--- config.mk ---
export PLATFORM = sky130hd
export DESIGN_NAME = priority_fragment_tx_queue
export DESIGN_NICKNAME = d
export VERILOG_FILES = /design/src/design/pftq_pkg.sv /design/src/design/priority_fragment_tx_queue.sv
export SDC_FILE = /design/constraint.sdc
export NUM_CORES = 2
export LEC_CHECK = 0
export BUFFER_PORTS_ARGS = -buffer_cell sky130_fd_sc_hd__buf_2
export CAP_MARGIN = 20
export CELL_PAD_IN_SITES_DETAIL_PLACEMENT = 0
export CELL_PAD_IN_SITES_GLOBAL_PLACEMENT = 1
export CORE_MARGIN = 2
export CORE_UTILIZATION = 50
export CTS_CLUSTER_DIAMETER = 150
export DETAILED_ROUTE_END_ITERATION = 10
export PLACE_DENSITY = 0.75
export SLEW_MARGIN = 20
export SYNTH_ARGS = -nofsm -noshare
export SYNTH_HDL_FRONTEND = slang
export SYNTH_SLANG_ARGS = --single-unit
--- constraint.sdc ---
create_clock -name clk -period 8.2 [get_ports clk]
set_clock_uncertainty 0.2 [all_clocks]
set_input_delay 1.64 -clock clk [delete_from_list [all_inputs] [get_ports clk]]
set_output_delay 1.64 -clock clk [all_outputs]
set_load 0.1 [all_outputs]
--- src/design/pftq_pkg.sv ---
// ============================================================================
// pftq_pkg - shared types and codes for the priority fragment transmit queue
// Action codes, admit status codes and fixed field widths.
// ============================================================================
`default_nettype none

package pftq_pkg;

  // Fixed field widths
  localparam int ACT_W   = 3;
  localparam int STAT_W  = 2;
  localparam int STG_W   = 3;
  localparam int STG_DEPTH = 8;
  localparam int CNT_W   = 4;
  localparam int QCNT_W  = 3;

  typedef logic [ACT_W-1:0]  action_t;
  typedef logic [STAT_W-1:0] status_t;
  typedef logic [CNT_W-1:0]  fcount_t;

  // Actions
  localparam action_t ACT_STAGE   = 3'd0;
  localparam action_t ACT_ADMIT   = 3'd1;
  localparam action_t ACT_PEEK    = 3'd2;
  localparam action_t ACT_ADVANCE = 3'd3;
  localparam action_t ACT_CLEAR   = 3'd4;

  // Admit status
  localparam status_t ST_ACCEPT = 2'd0;
  localparam status_t ST_EVICT  = 2'd1;
  localparam status_t ST_FULL   = 2'd2;
  localparam status_t ST_NONE   = 2'd3;

endpackage : pftq_pkg

`default_nettype wire

--- src/design/priority_fragment_tx_queue.sv ---
// ============================================================================
// priority_fragment_tx_queue - transmit queue of fragment message slots
// Staging buffer, slot store, alert-first oldest-first service order.
// ============================================================================
// Usage:
//   Input channel (in_valid/in_ready) carries one action per transaction:
//   stage a fragment, admit a message, peek, advance or clear. Every action
//   returns exactly one transaction on the output channel (out_valid/
//   out_ready) with the admit status and a snapshot of the queue afterward.
//   Sequencing: the block takes one transaction at a time. A non-admit
//   action is applied at the accepting edge; the shared age comparator then
//   walks every slot in turn to find the head message, followed by one slot
//   store read and one output load. An admit that claims a slot first copies
//   its staged words through the single staging read port into the slot
//   store. in_ready rises again once the result is loaded, so a new
//   transaction is not taken while the last one is still in progress.
//   The result sits in an output register; when the receiver stalls the
//   sequencer holds in its final step until the register is free, and
//   in_ready stays low until the result is loaded.
//   Reset empties all slots and sets the sequence number to one; staged and
//   slot fragment words are not cleared.
// ============================================================================
`default_nettype none

module priority_fragment_tx_queue
  import pftq_pkg::*;
#(
  parameter int NUM_SLOTS = 4,
  parameter int MAX_FRAGS = 8,
  parameter int FRAG_BITS = 64,
  parameter int SEQ_BITS  = 16
) (
  input  wire logic                 clk,
  input  wire logic                 rst_n,

  input  wire logic                 in_valid,
  output logic                      in_ready,
  input  wire logic [ACT_W-1:0]     in_action,
  input  wire logic [STG_W-1:0]     in_frag_index,
  input  wire logic [FRAG_BITS-1:0] in_frag_data,
  input  wire logic [CNT_W-1:0]     in_frag_count,
  input  wire logic                 in_is_alert,

  output logic                      out_valid,
  input  wire logic                 out_ready,
  output logic [STAT_W-1:0]         out_admit_status,
  output logic [FRAG_BITS-1:0]      out_head_fragment,
  output logic                      out_head_valid,
  output logic                      out_queue_empty,
  output logic                      out_alert_pending,
  output logic [QCNT_W-1:0]         out_queued_count,
  output logic                      out_in_flight
);

  localparam int SLOT_W  = (NUM_SLOTS > 1) ? $clog2(NUM_SLOTS) : 1;
  localparam int FIDX_W  = (MAX_FRAGS > 1) ? $clog2(MAX_FRAGS) : 1;
  localparam int ADDR_W  = SLOT_W + FIDX_W;
  localparam int MEM_DEPTH = 1 << ADDR_W;
  localparam int BCNT_W  = $clog2(NUM_SLOTS + 1);
  localparam int KEY_W   = SEQ_BITS + 1;

  // Sequencer states
  localparam logic [2:0] S_IDLE  = 3'd0;
  localparam logic [2:0] S_COPY  = 3'd1;
  localparam logic [2:0] S_SCAN  = 3'd2;
  localparam logic [2:0] S_FETCH = 3'd3;
  localparam logic [2:0] S_DONE  = 3'd4;

  logic [2:0] state_r, state_nxt;

  // Slot control state
  logic [NUM_SLOTS-1:0] slot_busy_r;
  logic [NUM_SLOTS-1:0] slot_alert_r;
  fcount_t              slot_next_r  [NUM_SLOTS];
  fcount_t              slot_total_r [NUM_SLOTS];
  logic [SEQ_BITS-1:0]  slot_age_r   [NUM_SLOTS];
  logic [SEQ_BITS-1:0]  next_seq_r;

  // Fragment stores
  logic [FRAG_BITS-1:0] stg_mem  [STG_DEPTH];
  logic [FRAG_BITS-1:0] slot_mem [MEM_DEPTH];
  logic [FRAG_BITS-1:0] stg_rd_r;
  logic [FRAG_BITS-1:0] slot_rd_r;

  // Per-transaction working registers
  status_t            status_r;
  fcount_t            cnt_req_r;
  logic               alert_req_r;
  logic [SLOT_W-1:0]  target_r;
  fcount_t            cp_r;

  // Scan accumulators
  logic [SLOT_W-1:0]  sc_r;
  logic [SLOT_W-1:0]  best_r;
  logic               best_vld_r;
  logic [KEY_W-1:0]   best_key_r;
  logic [BCNT_W-1:0]  bcnt_r;
  logic               any_alert_r;
  logic               any_flight_r;

  // Output register
  logic                 out_valid_r;
  status_t              out_status_r;
  logic [FRAG_BITS-1:0] out_frag_r;
  logic                 out_hvld_r;
  logic                 out_empty_r;
  logic                 out_alert_r;
  logic [QCNT_W-1:0]    out_qcnt_r;
  logic                 out_flight_r;

  logic in_fire;
  logic bad_count;
  logic free_found, evict_found;
  logic [SLOT_W-1:0] free_idx, evict_idx;
  logic copy_last;
  logic scan_last;
  logic out_free;

  assign in_ready  = (state_r == S_IDLE);
  assign in_fire   = in_valid && in_ready;
  assign bad_count = (in_frag_count == '0) || (in_frag_count > CNT_W'(MAX_FRAGS));
  assign copy_last = (cp_r == cnt_req_r);
  assign scan_last = (sc_r == SLOT_W'(NUM_SLOTS - 1));
  assign out_free  = !out_valid_r || out_ready;

  // Find the lowest free slot and the lowest evictable normal slot
  always_comb begin
    free_found  = 1'b0;
    evict_found = 1'b0;
    free_idx    = '0;
    evict_idx   = '0;
    for (int i = 0; i < NUM_SLOTS; i++) begin
      if (!free_found && !slot_busy_r[i]) begin
        free_found = 1'b1;
        free_idx   = SLOT_W'(i);
      end
      if (!evict_found && slot_busy_r[i] && !slot_alert_r[i] && (slot_next_r[i] == '0)) begin
        evict_found = 1'b1;
        evict_idx   = SLOT_W'(i);
      end
    end
  end

  // Shared comparator step: fold the scanned slot into the running best
  logic [KEY_W-1:0]  sc_key;
  logic [BCNT_W-1:0] base_cnt;
  logic [KEY_W-1:0]  base_key;
  logic              base_vld, base_alert, base_flight;
  logic              sc_take;

  always_comb begin
    sc_key      = {~slot_alert_r[sc_r], slot_age_r[sc_r]};
    base_cnt    = (sc_r == '0) ? '0   : bcnt_r;
    base_vld    = (sc_r == '0) ? 1'b0 : best_vld_r;
    base_alert  = (sc_r == '0) ? 1'b0 : any_alert_r;
    base_flight = (sc_r == '0) ? 1'b0 : any_flight_r;
    base_key    = best_key_r;
    sc_take     = slot_busy_r[sc_r] && (!base_vld || (sc_key < base_key));
  end

  // Next state
  always_comb begin
    state_nxt = state_r;
    unique case (state_r)
      S_IDLE: begin
        if (in_fire) begin
          if ((in_action == ACT_ADMIT) && !bad_count &&
              (free_found || (in_is_alert && evict_found))) begin
            state_nxt = S_COPY;
          end else begin
            state_nxt = S_SCAN;
          end
        end
      end
      S_COPY: begin
        if (copy_last) state_nxt = S_SCAN;
      end
      S_SCAN: begin
        if (scan_last) state_nxt = S_FETCH;
      end
      S_FETCH: state_nxt = S_DONE;
      S_DONE: begin
        if (out_free) state_nxt = S_IDLE;
      end
      default: state_nxt = S_IDLE;
    endcase
  end

  always_ff @(posedge clk) begin
    if (!rst_n) state_r <= S_IDLE;
    else        state_r <= state_nxt;
  end

  // Slot control state and sequencer working registers
  always_ff @(posedge clk) begin
    if (!rst_n) begin
      slot_busy_r  <= '0;
      slot_alert_r <= '0;
      for (int i = 0; i < NUM_SLOTS; i++) begin
        slot_next_r[i]  <= '0;
        slot_total_r[i] <= '0;
        slot_age_r[i]   <= '0;
      end
      next_seq_r <= SEQ_BITS'(1);
      best_vld_r <= 1'b0;
      best_r     <= '0;
      sc_r       <= '0;
      cp_r       <= '0;
      status_r   <= ST_NONE;
    end else begin
      case (state_r)
        S_IDLE: begin
          if (in_fire) begin
            sc_r        <= '0;
            cp_r        <= '0;
            cnt_req_r   <= in_frag_count;
            alert_req_r <= in_is_alert;
            case (in_action)
              ACT_ADMIT: begin
                if (bad_count) begin
                  status_r <= ST_FULL;
                end else if (free_found) begin
                  status_r <= ST_ACCEPT;
                  target_r <= free_idx;
                end else if (in_is_alert && evict_found) begin
                  status_r <= ST_EVICT;
                  target_r <= evict_idx;
                end else begin
                  status_r <= ST_FULL;
                end
              end
              ACT_ADVANCE: begin
                status_r <= ST_NONE;
                // step the head message; free the slot after its last fragment
                if (best_vld_r) begin
                  if ((slot_next_r[best_r] + 4'd1) >= slot_total_r[best_r]) begin
                    slot_busy_r[best_r]  <= 1'b0;
                    slot_next_r[best_r]  <= '0;
                    slot_total_r[best_r] <= '0;
                  end else begin
                    slot_next_r[best_r] <= slot_next_r[best_r] + 4'd1;
                  end
                end
              end
              ACT_CLEAR: begin
                status_r     <= ST_NONE;
                slot_busy_r  <= '0;
                slot_alert_r <= '0;
                for (int i = 0; i < NUM_SLOTS; i++) begin
                  slot_next_r[i]  <= '0;
                  slot_total_r[i] <= '0;
                  slot_age_r[i]   <= '0;
                end
                next_seq_r <= SEQ_BITS'(1);
              end
              default: status_r <= ST_NONE;
            endcase
          end
        end
        S_COPY: begin
          // commit the slot once the last word is written
          if (copy_last) begin
            slot_busy_r[target_r]  <= 1'b1;
            slot_alert_r[target_r] <= alert_req_r;
            slot_next_r[target_r]  <= '0;
            slot_total_r[target_r] <= cnt_req_r;
            slot_age_r[target_r]   <= next_seq_r;
            next_seq_r             <= next_seq_r + SEQ_BITS'(1);
          end else begin
            cp_r <= cp_r + 4'd1;
          end
        end
        S_SCAN: begin
          bcnt_r       <= base_cnt + BCNT_W'(slot_busy_r[sc_r]);
          any_alert_r  <= base_alert  || (slot_busy_r[sc_r] && slot_alert_r[sc_r]);
          any_flight_r <= base_flight || (slot_busy_r[sc_r] && (slot_next_r[sc_r] != '0));
          best_vld_r   <= base_vld || slot_busy_r[sc_r];
          if (sc_take) begin
            best_r     <= sc_r;
            best_key_r <= sc_key;
          end
          if (!scan_last) sc_r <= sc_r + SLOT_W'(1);
        end
        default: ;
      endcase
    end
  end

  // Staging store: write on stage, read one word per copy cycle
  always_ff @(posedge clk) begin
    if (in_fire && (in_action == ACT_STAGE)) begin
      stg_mem[in_frag_index] <= in_frag_data;
    end
    if (state_r == S_COPY) begin
      stg_rd_r <= stg_mem[STG_W'(cp_r)];
    end
  end

  // Slot store: write the word read in the previous copy cycle, read the head
  always_ff @(posedge clk) begin
    if ((state_r == S_COPY) && (cp_r != '0)) begin
      slot_mem[{target_r, FIDX_W'(cp_r - 4'd1)}] <= stg_rd_r;
    end
    if (state_r == S_FETCH) begin
      slot_rd_r <= slot_mem[{best_r, FIDX_W'(slot_next_r[best_r])}];
    end
  end

  // Output register
  always_ff @(posedge clk) begin
    if (!rst_n) begin
      out_valid_r <= 1'b0;
    end else begin
      if ((state_r == S_DONE) && out_free) begin
        out_valid_r  <= 1'b1;
        out_status_r <= status_r;
        out_frag_r   <= best_vld_r ? slot_rd_r : '0;
        out_hvld_r   <= best_vld_r;
        out_empty_r  <= (bcnt_r == '0);
        out_alert_r  <= any_alert_r;
        out_qcnt_r   <= (int'(bcnt_r) > 7) ? 3'd7 : QCNT_W'(bcnt_r);
        out_flight_r <= any_flight_r;
      end else if (out_valid_r && out_ready) begin
        out_valid_r <= 1'b0;
      end
    end
  end

  assign out_valid         = out_valid_r;
  assign out_admit_status  = out_status_r;
  assign out_head_fragment = out_frag_r;
  assign out_head_valid    = out_hvld_r;
  assign out_queue_empty   = out_empty_r;
  assign out_alert_pending = out_alert_r;
  assign out_queued_count  = out_qcnt_r;
  assign out_in_flight     = out_flight_r;

  // Assertions
  a_head_matches_empty: assert property (@(posedge clk) disable iff (!rst_n)
    out_valid |-> (out_head_valid == !out_queue_empty))
    else $error("head_valid disagrees with queue_empty");

  a_alert_needs_busy: assert property (@(posedge clk) disable iff (!rst_n)
    (out_valid && (out_alert_pending || out_in_flight)) |-> !out_queue_empty)
    else $error("alert or in-flight flag on an empty queue");

  a_count_in_range: assert property (@(posedge clk) disable iff (!rst_n)
    out_valid |-> ((int'(out_queued_count) <= NUM_SLOTS) &&
                   ((out_queued_count == '0) == out_queue_empty)))
    else $error("queued count out of range");

  a_copy_holds_target: assert property (@(posedge clk) disable iff (!rst_n)
    ((state_r == S_COPY) && !copy_last) |=> $stable(target_r) && (state_r == S_COPY))
    else $error("copy target changed mid-copy");

  a_busy_slot_sane: assert property (@(posedge clk) disable iff (!rst_n)
    (state_r == S_FETCH) |-> (!slot_busy_r[best_r] ||
      ((slot_next_r[best_r] < slot_total_r[best_r]) &&
       (slot_total_r[best_r] <= CNT_W'(MAX_FRAGS)))))
    else $error("head slot fragment position out of range");

endmodule : priority_fragment_tx_queue

`default_nettype wire
==> out/qor.txt <==
====================================================================================
Result of the run .....................................................    completed
Time the worst path needs with I/O delays and setup ...................      5.48 ns
Max FO, Critical Path .................................................           80
Most used cells in the layout excluding fill and tap cells ............ 2,886 x edfxtp_1, 1,269 x nand2_1, 394 x nand3_1
Maximum vdd ir drop ...................................................     0.249 mV
Remaining antenna violation count .....................................            0
CORE AREA .............................................................  0.225 sq mm
Clock net sink count ..................................................        2,929
Library cells used by synthesis .......................................           61
Worst-case register-to-register setup slack ...........................      2.72 ns
Fmax ..................................................................      182 MHz
Post-CTS repair timing setup buffer count .............................            0
RSZ-0062 raised after global routing ..................................        false
Maximum Capacitance Violations ........................................            0
Primary FF master, synth ..............................................     edfxtp_1
Global-route total usage across every layer ...........................        25.5%
Routed via count ......................................................       64,400
Setup-failing EPs final ...............................................            0
Buffer depth of the longest clock path ................................            4
Area after DPL ........................................................  0.118 sq mm
Cell Rows .............................................................          174
Critical Path RT ......................................................      8.56 ns
Synthesis-stage register bit count ....................................        2,929
Cell types with the largest area share after synthesis ................ edfxtp_1 76%, nand2_1 4.2%, mux4_2 3.0%, a311oi_1 2.0%, nand3_1 1.7%
Total Negative Setup Slacks ...........................................         0 ns
Overall power .........................................................      31.1 mW
Die width .............................................................       480 um
Antenna violations before repair ......................................           30
Clock tree root driver cell ...........................................    clkbuf_16
Global-route wire length before repair ................................       433 mm
PD cells ..............................................................  244 mW/mm^2
Fraction of final layout cells sized beyond drive strength 1 ..........        14.7%
Final net count .......................................................        7,427
Clock tree from TritonCTS .............................................        built
Number of global-route vias before repair .............................       62,900
Post-synth EDFFs ......................................................        2,886
Post-detail-place hpwl ................................................       159 mm
Cell area after synthesis .............................................  0.113 sq mm
Hold buffer count at cts ..............................................            0
Remaining design rule violation count .................................            0
Total nets after synthesis ............................................        7,245
Clk_lat worst skew ....................................................      0.95 ns
Average via count per standard cell ...................................         6.11
Share of the synthesized area in the top cell type ....................        76.5%
Inserted Clock Buffers ................................................          312
Avg Cell Area, Syn ....................................................   15.9 sq um
IO Count ..............................................................          154
Total grt overflow ....................................................            0
Worst min-delay path class ............................................ flip-flop to flip-flop
Leading cell type in the layout, fill and taps excluded ...............     edfxtp_1
Initial core utilization ..............................................        50.3%
Count of port buffers added during placement ..........................          153
Clock transition at the registers of the reported paths ...............      0.06 ns
Synth Warn # ..........................................................            0
Arrival time of the worst setup path ..................................      5.84 ns
Final number of hold-violating endpoints ..............................            0
H-Tree Depth ..........................................................            5
Maximum number of pins on one net before global-route repair ..........          137
Area grow syn2layout ..................................................        12.4%
Wire length after detailed routing ....................................       297 mm
Final weighted congestion of routability-driven global placement ......        0.818
Pins over their slew limit ............................................            0
Period utilisation layout .............................................        66.9%
Critical setup path kind .............................................. flip-flop to flip-flop
DIE AREA ..............................................................  0.231 sq mm
Chip height ...........................................................       480 um
Worst Tran Pin Value ..................................................      1.12 ns
Fraction of the yosys area taken by sequential cells ..................        77.2%
DR iter-0 viols .......................................................        8,107
Wire length per cell ..................................................      28.2 um
Post-CTS Resized ......................................................            0
Leakage ...............................................................      41.0 nW
Worst Setup End Kind ..................................................    flip-flop
Proportion of synthesized flip-flops having asynchronous set or reset .           0%
Router iterations before antenna repair ...............................            6
Cell count after synthesis ............................................        7,135
Worst Min Path Start ..................................................  status_r[0]
Final design area excluding fillers ...................................  0.127 sq mm
Biggest area consumer among synthesized cells .........................     edfxtp_1
Critical path launch point type .......................................    flip-flop
Max transition margin .................................................        25.5%
====================================================================================
==> sequential cells by signal, summed over array words and instances (netlist names), 3 cells and up, named ones only <==
register and cells:
out_head_fragment 64, slot_busy_r 4, slot_next_r 16, state_r 3, slot_mem 2048, stg_rd_r 64, cnt_req_r 4, stg_mem 512
cp_r 4, slot_total_r 16, out_queued_count 3, bcnt_r 3, next_seq_r 16, slot_age_r 64, base_key 17, slot_alert_r 4
slot_rd_r 64
==> synthesized netlist by cell type (132+ instances only) <==
library cell,n
mux4_2,152
clkbuf_1,261
a211oi_1,226
nor2_1,229
nand3_1,395
buf_2,153
nor2b_1,139
mux2_2,132
and2_1,220
nand2_1,1271
edfxtp_1,2886
a311oi_1,257
==> final timing paths <==
kind / to / cells past startpoint
worst max-delay path: slot_total_r[0][3] / 11
worst min-delay path: out_admit_status[0] / 0
worst max register to register: slot_total_r[0][3] / 11
worst min register to register: out_admit_status[0] / 0
==> critical path, cell delays in order, from the launching register on <==
cell and delay [ns]:
dfxtp_1 0.70, mux2i_1 0.19, mux2_8 0.56, inv_8 0.48, and2_4 0.67, nand2_1 0.16
xnor2_1 0.36, ha_1 0.21, nand2_1 0.06, o21ai_0 0.69, nor2_1 0.19, o21ai_0 0.57
==> layout make-up <==
cell class | count | area [sq um]
inverters | 33 | 141
multi-input cells | 3716 | 24100
fillers | 17300 | 97700
clock buffers | 388 | 8160
diodes | 5 | 12.5
clock inverters | 144 | 1270
well taps | 2992 | 3740
flip-flops and latches | 2929 | 87500
repair buffers | 325 | 2460
==> routing by layer <==
metal  wire length (um)  global-route usage, %
met2             139000                   39.8
met4               8240                   7.26
met1             123000                   37.2
met5                173                      0
met3              27200                   4.52
==> power breakdown <==
group | switching [mW] | internal, mW
clock | 5.57 | 7.69
sequential | 0.150 | 16.5
combinational | 0.789 | 0.342
total | 6.51 | 24.6
==> logic make-up after synthesis <==
kind of cell,synth area share [%]
AND/OR/NAND/NOR,10.2
buffers and inverters,1.89
AO/OA/AOI/OAI,5.70
XOR/XNOR,0.201
adder cells (fa/ha/maj),0.342
multiplexers,4.46
flip-flops,77.2
==> per-stage QoR <==
| step | utilization, % | instances | worst slack [ns] | hold slack, ns |
|---|---|---|---|---|
| 2_1_floorplan | - | 7135 | 1.16 | 0.209 |
| 3_3_place_gp | 52.2 | 9959 | 3.00 | 0.234 |
| 3_5_place_dp | 52.2 | 9971 | 2.88 | 0.237 |
| 4_1_cts | 56.4 | 10500 | 2.84 | 0.262 |
| 5_1_grt | 56.6 | 10500 | 2.55 | 0.260 |
| 6_report | 56.6 | 10500 | 2.72 | 0.267 |
No activity file was read; power rests on OpenSTA's default activity.
